`src/rtl/json_structure_writer_core_defines.svh`:
```
// assertion macros for the json structure writer rtl
// depends on clk and rst_n being visible in the module that uses them
`ifndef JSON_STRUCTURE_WRITER_CORE_DEFINES_SVH
`define JSON_STRUCTURE_WRITER_CORE_DEFINES_SVH

`ifndef SYNTHESIS
`define JSW_ASSERT(lbl, prop, msg) \
  lbl: assert property (@(posedge clk) disable iff (!rst_n) prop) else $error(msg);
`define JSW_ASSERT_NEVER(lbl, cond, msg) \
  lbl: assert property (@(posedge clk) disable iff (!rst_n) !(cond)) else $error(msg);
`else
`define JSW_ASSERT(lbl, prop, msg)
`define JSW_ASSERT_NEVER(lbl, cond, msg)
`endif

`endif

```
`src/rtl/jsw_pkg.sv`:
```
// shared types, codes and helpers for the json structure writer
// no dependencies
package jsw_pkg;

  localparam logic [2:0] CMD_OBJ_OPEN  = 3'd0;
  localparam logic [2:0] CMD_OBJ_CLOSE = 3'd1;
  localparam logic [2:0] CMD_ARR_OPEN  = 3'd2;
  localparam logic [2:0] CMD_ARR_CLOSE = 3'd3;
  localparam logic [2:0] CMD_STR_OPEN  = 3'd4;
  localparam logic [2:0] CMD_STR_CHAR  = 3'd5;
  localparam logic [2:0] CMD_STR_CLOSE = 3'd6;

  localparam logic [1:0] KIND_BASE = 2'd0;
  localparam logic [1:0] KIND_PAIR = 2'd1;
  localparam logic [1:0] KIND_LIST = 2'd2;

  localparam logic [1:0] ST_OK    = 2'd0;
  localparam logic [1:0] ST_OVER  = 2'd1;
  localparam logic [1:0] ST_UNDER = 2'd2;

  localparam logic [1:0] BODY_ONE = 2'd0;
  localparam logic [1:0] BODY_ESC = 2'd1;
  localparam logic [1:0] BODY_UNI = 2'd2;

  localparam logic [7:0] CH_LBRACE    = 8'h7B;
  localparam logic [7:0] CH_RBRACE    = 8'h7D;
  localparam logic [7:0] CH_LBRACKET  = 8'h5B;
  localparam logic [7:0] CH_RBRACKET  = 8'h5D;
  localparam logic [7:0] CH_COLON     = 8'h3A;
  localparam logic [7:0] CH_COMMA     = 8'h2C;
  localparam logic [7:0] CH_QUOTE     = 8'h22;
  localparam logic [7:0] CH_BACKSLASH = 8'h5C;
  localparam logic [7:0] CH_ZERO      = 8'h30;
  localparam logic [7:0] CH_A         = 8'h61;
  localparam logic [7:0] CH_U         = 8'h75;
  localparam logic [7:0] CH_B         = 8'h62;
  localparam logic [7:0] CH_T         = 8'h74;
  localparam logic [7:0] CH_N         = 8'h6E;
  localparam logic [7:0] CH_F         = 8'h66;
  localparam logic [7:0] CH_R         = 8'h72;
  localparam logic [7:0] CH_SPACE     = 8'h20;
  localparam logic [7:0] CH_NUL       = 8'h00;

  localparam int QUEUE_DEPTH = 4;
  localparam int QUEUE_AW    = $clog2(QUEUE_DEPTH);
  localparam int QUEUE_CW    = $clog2(QUEUE_DEPTH + 1);

  typedef struct packed {
    logic       sep_valid;
    logic [7:0] sep_byte;
    logic [1:0] body;
    logic [7:0] body_byte;
    logic [1:0] status;
  } desc_t;

  function automatic logic [7:0] hex_digit(input logic [3:0] v);
    logic [7:0] r;
    if (v < 4'd10) r = CH_ZERO + {4'd0, v};
    else r = CH_A + {4'd0, v} - 8'd10;
    return r;
  endfunction

  function automatic logic [2:0] body_len(input logic [1:0] body);
    logic [2:0] r;
    case (body)
      BODY_ESC: r = 3'd2;
      BODY_UNI: r = 3'd6;
      default:  r = 3'd1;
    endcase
    return r;
  endfunction

endpackage

```
`src/rtl/jsw_queue.sv`:
```
// small descriptor queue between the front and back parts
// depends on jsw_pkg
module jsw_queue
  import jsw_pkg::*;
(
  input  logic  clk,
  input  logic  rst_n,
  input  logic  push,
  input  desc_t push_data,
  output logic  full,
  input  logic  pop,
  output desc_t head,
  output logic  empty
);

  desc_t                mem_r [QUEUE_DEPTH];
  logic [QUEUE_AW-1:0]  wr_ptr_r;
  logic [QUEUE_AW-1:0]  rd_ptr_r;
  logic [QUEUE_CW-1:0]  count_r;
  logic [QUEUE_AW-1:0]  wr_ptr_nxt;
  logic [QUEUE_AW-1:0]  rd_ptr_nxt;
  logic [QUEUE_CW-1:0]  count_nxt;

  assign full  = (count_r == QUEUE_CW'(QUEUE_DEPTH));
  assign empty = (count_r == '0);
  assign head  = mem_r[rd_ptr_r];

  always_comb begin
    wr_ptr_nxt = wr_ptr_r;
    rd_ptr_nxt = rd_ptr_r;
    count_nxt  = count_r;
    if (push) begin
      wr_ptr_nxt = (wr_ptr_r == QUEUE_AW'(QUEUE_DEPTH - 1)) ? '0 : wr_ptr_r + 1'b1;
    end
    if (pop) begin
      rd_ptr_nxt = (rd_ptr_r == QUEUE_AW'(QUEUE_DEPTH - 1)) ? '0 : rd_ptr_r + 1'b1;
    end
    if (push && !pop) count_nxt = count_r + 1'b1;
    else if (pop && !push) count_nxt = count_r - 1'b1;
  end

  always_ff @(posedge clk) begin
    if (!rst_n) begin
      wr_ptr_r <= '0;
      rd_ptr_r <= '0;
      count_r  <= '0;
    end else begin
      wr_ptr_r <= wr_ptr_nxt;
      rd_ptr_r <= rd_ptr_nxt;
      count_r  <= count_nxt;
    end
  end

  always_ff @(posedge clk) begin
    if (push) mem_r[wr_ptr_r] <= push_data;
  end

endmodule

```
`src/rtl/jsw_front.sv`:
```
// front part: accepts commands, tracks the context stack, classifies escapes
// depends on jsw_pkg; emits one descriptor per command 0 to 6 into the queue
module jsw_front
  import jsw_pkg::*;
#(
  parameter int MAX_DEPTH = 16
) (
  input  logic       clk,
  input  logic       rst_n,
  input  logic       in_valid,
  output logic       in_ready,
  input  logic [2:0] in_cmd,
  input  logic [7:0] in_char_byte,
  input  logic       q_full,
  output logic       q_push,
  output desc_t      q_data
);

  localparam int AW = (MAX_DEPTH > 1) ? $clog2(MAX_DEPTH) : 1;
  localparam int DW = $clog2(MAX_DEPTH + 1);

  logic [3:0]    stack_mem [MAX_DEPTH];
  logic [3:0]    under_r;
  logic [1:0]    kind_r, kind_nxt;
  logic          first_r, first_nxt;
  logic          colon_r, colon_nxt;
  logic [DW-1:0] depth_r, depth_nxt;
  logic          we;
  logic [AW-1:0] waddr, raddr;
  logic [3:0]    wdata;
  logic          sep_v;
  logic [7:0]    sep_b;
  logic          first_sep, colon_sep;
  logic          fire;
  logic [7:0]    sc;

  assign in_ready = !q_full;
  assign fire     = in_valid && !q_full;
  assign waddr    = depth_r[AW-1:0];
  assign wdata    = {colon_sep, first_sep, kind_r};
  assign raddr    = (depth_nxt == '0) ? '0 : AW'(depth_nxt - 1'b1);

  // separator owed by the current context before a value
  always_comb begin
    sep_v     = 1'b0;
    sep_b     = CH_COMMA;
    first_sep = first_r;
    colon_sep = colon_r;
    case (kind_r)
      KIND_PAIR: begin
        if (first_r) begin
          first_sep = 1'b0;
          colon_sep = 1'b1;
        end else begin
          sep_v     = 1'b1;
          sep_b     = colon_r ? CH_COLON : CH_COMMA;
          colon_sep = !colon_r;
        end
      end
      KIND_LIST: begin
        if (first_r) first_sep = 1'b0;
        else sep_v = 1'b1;
      end
      default: ;
    endcase
  end

  // short escape code, zero when none
  always_comb begin
    case (in_char_byte)
      CH_QUOTE:     sc = CH_QUOTE;
      CH_BACKSLASH: sc = CH_BACKSLASH;
      8'h08:        sc = CH_B;
      8'h09:        sc = CH_T;
      8'h0A:        sc = CH_N;
      8'h0C:        sc = CH_F;
      8'h0D:        sc = CH_R;
      default:      sc = CH_NUL;
    endcase
  end

  always_comb begin
    kind_nxt  = kind_r;
    first_nxt = first_r;
    colon_nxt = colon_r;
    depth_nxt = depth_r;
    we        = 1'b0;
    q_push    = 1'b0;
    q_data    = '0;
    q_data.body   = BODY_ONE;
    q_data.status = ST_OK;
    if (fire) begin
      case (in_cmd)
        CMD_OBJ_OPEN, CMD_ARR_OPEN: begin
          q_push = 1'b1;
          if (depth_r == DW'(MAX_DEPTH)) begin
            q_data.status = ST_OVER;
          end else begin
            q_data.sep_valid = sep_v;
            q_data.sep_byte  = sep_b;
            q_data.body_byte = (in_cmd == CMD_OBJ_OPEN) ? CH_LBRACE : CH_LBRACKET;
            we        = 1'b1;
            kind_nxt  = (in_cmd == CMD_OBJ_OPEN) ? KIND_PAIR : KIND_LIST;
            first_nxt = 1'b1;
            colon_nxt = 1'b1;
            depth_nxt = depth_r + 1'b1;
          end
        end
        CMD_OBJ_CLOSE, CMD_ARR_CLOSE: begin
          q_push = 1'b1;
          if (depth_r == '0) begin
            q_data.status = ST_UNDER;
          end else begin
            q_data.body_byte = (in_cmd == CMD_OBJ_CLOSE) ? CH_RBRACE : CH_RBRACKET;
            depth_nxt = depth_r - 1'b1;
            kind_nxt  = under_r[1:0];
            first_nxt = under_r[2];
            colon_nxt = under_r[3];
          end
        end
        CMD_STR_OPEN: begin
          q_push           = 1'b1;
          q_data.sep_valid = sep_v;
          q_data.sep_byte  = sep_b;
          q_data.body_byte = CH_QUOTE;
          first_nxt        = first_sep;
          colon_nxt        = colon_sep;
        end
        CMD_STR_CHAR: begin
          q_push = 1'b1;
          if (sc != CH_NUL) begin
            q_data.body      = BODY_ESC;
            q_data.body_byte = sc;
          end else if (in_char_byte < CH_SPACE) begin
            q_data.body      = BODY_UNI;
            q_data.body_byte = in_char_byte;
          end else begin
            q_data.body_byte = in_char_byte;
          end
        end
        CMD_STR_CLOSE: begin
          q_push           = 1'b1;
          q_data.body_byte = CH_QUOTE;
        end
        default: ;
      endcase
    end
  end

  always_ff @(posedge clk) begin
    if (!rst_n) begin
      kind_r  <= KIND_BASE;
      first_r <= 1'b1;
      colon_r <= 1'b1;
      depth_r <= '0;
    end else begin
      kind_r  <= kind_nxt;
      first_r <= first_nxt;
      colon_r <= colon_nxt;
      depth_r <= depth_nxt;
    end
  end

  // saved contexts; under_r always holds the entry below the current one
  always_ff @(posedge clk) begin
    if (we) stack_mem[waddr] <= wdata;
    under_r <= (we && waddr == raddr) ? wdata : stack_mem[raddr];
  end

endmodule

```
`src/rtl/jsw_back.sv`:
```
// back part: expands queued descriptors into text bytes behind an output register
// depends on jsw_pkg and the assertion macro header
`include "json_structure_writer_core_defines.svh"
module jsw_back
  import jsw_pkg::*;
(
  input  logic       clk,
  input  logic       rst_n,
  input  desc_t      head,
  input  logic       empty,
  output logic       pop,
  output logic       out_valid,
  input  logic       out_ready,
  output logic [7:0] out_byte,
  output logic       out_last,
  output logic [1:0] out_status
);

  logic       out_valid_r;
  logic [7:0] out_byte_r;
  logic       out_last_r;
  logic [1:0] out_status_r;
  logic       sep_done_r;
  logic [2:0] bi_r;
  logic       sep_phase;
  logic       body_last;
  logic       load;
  logic [7:0] body_b;
  logic [7:0] cur_byte;

  assign out_valid  = out_valid_r;
  assign out_byte   = out_byte_r;
  assign out_last   = out_last_r;
  assign out_status = out_status_r;

  assign sep_phase = head.sep_valid && !sep_done_r;
  assign body_last = (bi_r == body_len(head.body) - 3'd1);
  assign load      = !empty && (!out_valid_r || out_ready);
  assign pop       = load && !sep_phase && body_last;

  always_comb begin
    body_b = head.body_byte;
    case (head.body)
      BODY_ESC: body_b = (bi_r == 3'd0) ? CH_BACKSLASH : head.body_byte;
      BODY_UNI: begin
        case (bi_r)
          3'd0:    body_b = CH_BACKSLASH;
          3'd1:    body_b = CH_U;
          3'd2:    body_b = CH_ZERO;
          3'd3:    body_b = CH_ZERO;
          3'd4:    body_b = hex_digit(head.body_byte[7:4]);
          default: body_b = hex_digit(head.body_byte[3:0]);
        endcase
      end
      default: ;
    endcase
    cur_byte = sep_phase ? head.sep_byte : body_b;
  end

  always_ff @(posedge clk) begin
    if (!rst_n) begin
      out_valid_r <= 1'b0;
      sep_done_r  <= 1'b0;
      bi_r        <= '0;
    end else begin
      if (!out_valid_r || out_ready) out_valid_r <= !empty;
      if (load) begin
        if (pop) begin
          sep_done_r <= 1'b0;
          bi_r       <= '0;
        end else if (sep_phase) begin
          sep_done_r <= 1'b1;
        end else begin
          bi_r <= bi_r + 3'd1;
        end
      end
    end
  end

  always_ff @(posedge clk) begin
    if (load) begin
      out_byte_r   <= cur_byte;
      out_last_r   <= !sep_phase && body_last;
      out_status_r <= head.status;
    end
  end

  `JSW_ASSERT(a_err_single, out_valid_r && out_status_r != ST_OK |-> out_last_r && out_byte_r == CH_NUL, "error result must be a lone zero byte")
  `JSW_ASSERT(a_step_in_range, !empty |-> bi_r < body_len(head.body), "body step beyond descriptor length")
  `JSW_ASSERT_NEVER(a_sep_skipped, bi_r != 3'd0 && head.sep_valid && !sep_done_r, "body started before separator")
  `JSW_ASSERT(a_idle_step_clear, empty |-> bi_r == 3'd0 && !sep_done_r, "step state left over with empty queue")

endmodule

```
`src/rtl/json_structure_writer_core.sv`:
```
// JSON structure writer core: structure commands in, JSON text bytes out.
// Input channel in_valid/in_ready carries in_cmd (0 object open, 1 object close,
// 2 array open, 3 array close, 4 string open, 5 string byte, 6 string close) and
// in_char_byte. Output channel out_valid/out_ready carries out_byte, out_last
// (final byte of one command) and out_status (0 ok, 1 overflow, 2 underflow).
// A command is accepted whenever the four-entry descriptor queue has room; the
// front part updates the context stack in the accepting cycle, so commands
// follow back to back. The back part sends one byte per cycle while the
// receiver is ready; a command yields 1 to 6 bytes (separator plus bracket, or
// six bytes for a \u00XX escape), queued and then held in the output register.
// Sustained rate is one command per cycle if each yields one byte and is taken.
// Command 7 is accepted and yields nothing. A stalled receiver holds the output
// register; the queue then fills and in_ready drops until bytes drain.
// Synchronous reset empties the queue and output register and returns to the
// base context with an empty stack; the saved context memory is not cleared.
// depends on jsw_pkg, jsw_front, jsw_queue, jsw_back
module json_structure_writer_core
  import jsw_pkg::*;
#(
  parameter int MAX_DEPTH = 16
) (
  input  logic       clk,
  input  logic       rst_n,
  input  logic       in_valid,
  output logic       in_ready,
  input  logic [2:0] in_cmd,
  input  logic [7:0] in_char_byte,
  output logic       out_valid,
  input  logic       out_ready,
  output logic [7:0] out_byte,
  output logic       out_last,
  output logic [1:0] out_status
);

  logic  q_push;
  desc_t q_data;
  logic  q_full;
  logic  q_pop;
  desc_t q_head;
  logic  q_empty;

  jsw_front #(.MAX_DEPTH(MAX_DEPTH)) u_front (
    .clk          (clk),
    .rst_n        (rst_n),
    .in_valid     (in_valid),
    .in_ready     (in_ready),
    .in_cmd       (in_cmd),
    .in_char_byte (in_char_byte),
    .q_full       (q_full),
    .q_push       (q_push),
    .q_data       (q_data)
  );

  jsw_queue u_queue (
    .clk       (clk),
    .rst_n     (rst_n),
    .push      (q_push),
    .push_data (q_data),
    .full      (q_full),
    .pop       (q_pop),
    .head      (q_head),
    .empty     (q_empty)
  );

  jsw_back u_back (
    .clk        (clk),
    .rst_n      (rst_n),
    .head       (q_head),
    .empty      (q_empty),
    .pop        (q_pop),
    .out_valid  (out_valid),
    .out_ready  (out_ready),
    .out_byte   (out_byte),
    .out_last   (out_last),
    .out_status (out_status)
  );

endmodule
```
`config.mk`:
```
export PLATFORM = sky130hd
export DESIGN_NAME = json_structure_writer_core
export DESIGN_NICKNAME = d
export VERILOG_FILES = /design/src/rtl/jsw_pkg.sv /design/src/rtl/jsw_queue.sv /design/src/rtl/jsw_front.sv /design/src/rtl/jsw_back.sv /design/src/rtl/json_structure_writer_core.sv
export VERILOG_INCLUDE_DIRS = /design/src /design/src/rtl
export SDC_FILE = /design/constraint.sdc
export NUM_CORES = 1
export LEC_CHECK = 0
export ABC_AREA = 1
export BUFFER_PORTS_ARGS = -buffer_cell sky130_fd_sc_hd__buf_2
export CORE_MARGIN = 2
export CORE_UTILIZATION = 56
export DETAILED_ROUTE_END_ITERATION = 6
export GPL_ROUTABILITY_DRIVEN = 0
export PLACE_DENSITY_LB_ADDON = 0.25
export RECOVER_POWER = 50
export SLEW_MARGIN = 15
export SYNTH_ARGS = -nofsm -noshare
export SYNTH_HDL_FRONTEND = slang
export SYNTH_SLANG_ARGS = --single-unit
```
`constraint.sdc`:
```
create_clock -name clk -period 2.85 [get_ports clk]
set_input_delay 0.285 -clock clk [delete_from_list [all_inputs] [get_ports clk]]
set_output_delay 0.285 -clock clk [all_outputs]
set_load 0.005 [all_outputs]
```
==> key figures <==
Drt
  – Antenna Nets Post-Route: 0
  – Final routed wirelength across all metal layers: 17700 um
  – Wirelength per Cell: 16.7 um
  – Remaining routing DRC violations: 0
  – First-pass detailed-route iteration total: 5
  – Via count normalized by instance count: 5.73
  – Violation count after the first detailed-routing iteration: 762
  – Vias after detailed routing: 6066

Power and ir drop
  – Worst-case vdd ir drop: 0.440 mV
  – Leak Pwr: 0.00357 uW
  – Power density of the placed cells: 918 mW/mm^2

Status
  – Result of the run: finished, final reports clean

Timing
  – Worst-case hold slack: 194 ps
  – Transition time at the pin with the least slew margin: 1050 ps
  – Final-layout setup total negative slack: 0 ps
  – Setup skew after layout: 8.04 ps
  – Normalized max-slew margin: 0.297
  – Setup violations, final: 0
  – Fmax achieved: 374 MHz
  – Fin crit share: 0.938
  – Minimum clock period: 2670 ps
  – Final Hold Fails: 0
  – Final max-slew violation count: 0

Yosys
  – Flip-flop and latch count after synthesis: 166
  – Async S/R FF share, synth: 0
  – Main flop type after synthesis: sky130_fd_sc_hd__edfxtp_1
  – Synth top area cells: sky130_fd_sc_hd__edfxtp_1, sky130_fd_sc_hd__nand2_1, sky130_fd_sc_hd__dfxtp_1
  – Number of instances in the synthesized netlist: 818
  – Largest area contributor in the synthesized netlist: sky130_fd_sc_hd__edfxtp_1
  – Count of yosys warnings during synthesis: 0
  – Number of synthesized flops with an enable pin: 139
  – Number of library cell types mapped by synthesis: 44
  – Number of nets in the synthesized netlist: 857
  – Yosys top cell area share: 0.526
  – Proportion of synthesized chip area in sequential cells: 0.595
  – Mean post-synth cell area: 9.69 sq um
  – Total standard cell area after synthesis: 0.00793 sq mm

GRT
  – Wire length of the first global-routing pass: 28800 um
  – Global-route congestion overflow total: 0
  – GRT Total Usage: 0.248
  – Vias in the first global route: 5881
  – Number of antenna violations at the first check in global routing: 0
  – Maximum number of pins on one net before global-route repair: 34

Critical path
  – Library cell appearing most often on the critical path: sky130_fd_sc_hd__inv_2
  – Maximum fanout count along the critical path: 7
  – Type of origin of the critical path: flip-flop
  – Longest individual stage delay on the worst path: 440 ps
  – Data arrival at the endpoint of the critical path: 2980 ps
  – Required time of the critical path: 3160 ps
  – Critical path cell sequence: inv_4 -> nand2_1 -> a32oi_2 -> inv_2 -> ha_4 -> inv_2 -> a22oi_2 -> nand3_2 -> inv_2 -> nand2_2 -> ha_1 -> inv_2 -> fa_2 -> o21ai_1 -> a21oi_1
  – Endpoint kind of the worst setup timing path: flip-flop
  – Type of the worst setup path: flip-flop to flip-flop
  – Cell with the biggest individual delay on the critical path: sky130_fd_sc_hd__fa_2

Clock network
  – Buffers from clock root to sink, at most: 2
  – CTS root buffer: sky130_fd_sc_hd__clkbuf_16
  – Clock latency on the worst-skew pair: 420 ps
  – Number of hold-repair buffers added at the cts stage: 0
  – Clock slew at reported path FFs: 60 ps
  – Clock sink count: 166
  – TritonCTS clock tree: built
  – # H-tree levels: 4
  – Number of buffers added by the clock tree synthesis step: 17

Floorplan
  – Standard-cell row count: 43
  – # IOs: 28
  – Effective utilization at floorplan: 0.571
  – Placeable core area: 0.0139 sq mm
  – Die Y-Extent: 123 um
  – Die X: 123 um
  – Die outline area: 0.0151 sq mm

Finish
  – Proportion of layout cells with a drive suffix above 1: 0.116
  – Fill cell total of the finished layout: 1095
  – Total Nets Final: 904
  – Inserted Diodes: 0
  – Fin area: 0.00893 sq mm
  – Number of standard cells in the layout, taps in and fillers out: 1058
  – Final design utilization: 0.643
  – Area overhead of the layout relative to synthesis: 12.6%
  – Most common library cell in the layout ignoring fill and taps: sky130_fd_sc_hd__nand2_1
  – Top library cells by usage in the layout, fill and taps aside: sky130_fd_sc_hd__nand2_1, sky130_fd_sc_hd__edfxtp_1, sky130_fd_sc_hd__nor2_1, sky130_fd_sc_hd__inv_1, sky130_fd_sc_hd__o21ai_0

Place
  – Post-detailed-placement half-perimeter wirelength: 12300 um
  – Placed cell count: 1021
  – Port bufs: 27
  – Placement Cell Area: 0.00834 sq mm

Hold path
  – Worst min-delay path class: primary input to flip-flop

Run
  – Number of violations of the max-capacitance limit: 0
-- power by group --
| part | leakage [uW] | internal (uW) | total [uW] | switching [uW] |
|---|---|---|---|---|
| combinational | 0.00177 | 930 | 2820 | 1890 |
| clock | 0.000281 | 1350 | 2200 | 853 |
| sequential | 0.00151 | 3030 | 3180 | 157 |
| total | 0.00357 | 5300 | 8200 | 2900 |
-- cell usage after synthesis (2+ instances only) --
cell / count
sky130_fd_sc_hd__a32oi_1: 2
sky130_fd_sc_hd__xor2_1: 3
sky130_fd_sc_hd__edfxtp_1: 139
sky130_fd_sc_hd__nor2_4: 3
sky130_fd_sc_hd__inv_1: 85
sky130_fd_sc_hd__nor3_1: 9
sky130_fd_sc_hd__clkbuf_1: 11
sky130_fd_sc_hd__ha_1: 23
sky130_fd_sc_hd__o211a_1: 2
sky130_fd_sc_hd__nand4_1: 10
sky130_fd_sc_hd__nand3_1: 55
sky130_fd_sc_hd__clkbuf_2: 2
sky130_fd_sc_hd__nand2_2: 10
sky130_fd_sc_hd__o21ai_0: 64
sky130_fd_sc_hd__dfxtp_1: 27
sky130_fd_sc_hd__inv_2: 12
sky130_fd_sc_hd__a31oi_1: 4
sky130_fd_sc_hd__nor2_1: 109
sky130_fd_sc_hd__a21oi_1: 33
sky130_fd_sc_hd__nor2_2: 2
sky130_fd_sc_hd__o21ai_1: 6
sky130_fd_sc_hd__a211oi_1: 2
sky130_fd_sc_hd__nand3_2: 4
sky130_fd_sc_hd__nor4_1: 3
sky130_fd_sc_hd__nand3b_1: 2
sky130_fd_sc_hd__o221ai_1: 4
sky130_fd_sc_hd__nand2_1: 150
sky130_fd_sc_hd__o22ai_1: 9
sky130_fd_sc_hd__buf_2: 6
sky130_fd_sc_hd__o211ai_1: 13
-- worst max-delay path: cells and delay by family (launching register included) --
family                   cells  cell delay, ps
AO/OA/AOI/OAI                4             600
buffers and inverters        5             360
AND/OR/NAND/NOR              3             260
adder cells (fa/ha/maj)      3             940
flip-flops                   1             370
-- per-stage QoR --
| stage | power [uW] | worst slack, ps |
|---|---|---|
| 2_1_floorplan | 5110 | 23.9 |
| 3_3_place_gp | 5780 | 168 |
| 3_5_place_dp | 5890 | -62.2 |
| 4_1_cts | 8090 | 13.7 |
| 5_1_grt | 8690 | -7.14 |
| 6_report | 8200 | 176 |
-- sequential cells by signal, summed over array words and instances, names as in the netlist, named ones only --
name,count
u_back.out_byte,8
u_front.depth_r,5
u_queue.mem_r,64
u_queue.count_r,3
u_back.sep_done_r,1
u_front.stack_mem,64
u_back.out_status,2
u_back.out_last,1
u_back.out_valid,1
u_front.kind_r,2
u_queue.rd_ptr_r,2
u_queue.wr_ptr_r,2
u_front.first_r,1
u_front.colon_r,1
u_back.bi_r,3
-- repair_timing --
item | CTS | global route
endpoints found under the setup margin | 1 | 2
gates resized for setup | 3 | 14
pin swaps | 0 | 5
buffers inserted | 0 | 5
-- final cells by class --
type                            count  area (sq um)  share of cell area
Timing Repair Buffer               50           265              0.0297
Clock inverter                      3          40.0             0.00448
Inverter                           98           373              0.0417
Multi-Input combinational cell    532          2780               0.311
Clock buffer                       29           532              0.0595
Sequential cell                   166          4720               0.528
Tap cell                          180           225              0.0252
-- path summary, 6_finish.rpt --
path / from / depth (start not counted) / slack [ps] / endpoint
max: flip-flop / 15 / 180 / u_queue.count_r[1]$_SDFFE_PN0P_
max reg2reg: flip-flop / 15 / 180 / u_queue.count_r[1]$_SDFFE_PN0P_
min reg2reg: u_front.colon_r$_SDFFE_PN1P_ / 2 / 480 / u_front.colon_r$_SDFFE_PN1P_
min: rst_n / 3 / 190 / u_back.out_valid$_SDFFE_PN0N_
-- per-layer routing --
layer | track usage | wire length [um] | vias up
li1 | - | - | 2900
met1 | 0.341 | 7890 | 2880
met2 | 0.393 | 8260 | 254
met3 | 0.0470 | 1220 | 32
met4 | 0.0959 | 314 | 0
met5 | 0 | 0 | -
-- logic make-up (layout without fill, tap and decap cells) --
group | Yosys count | in the layout | synth area share
compound gates | 145 | 145 | 0.105
buf+inv | 120 | 180 | 0.0598
xor+xnor | 4 | 4 | 0.00537
fa+ha+maj | 24 | 24 | 0.0388
flops | 166 | 166 | 0.595
simple gates | 359 | 359 | 0.196
Note: power is estimated with default switching activity, not from simulation.
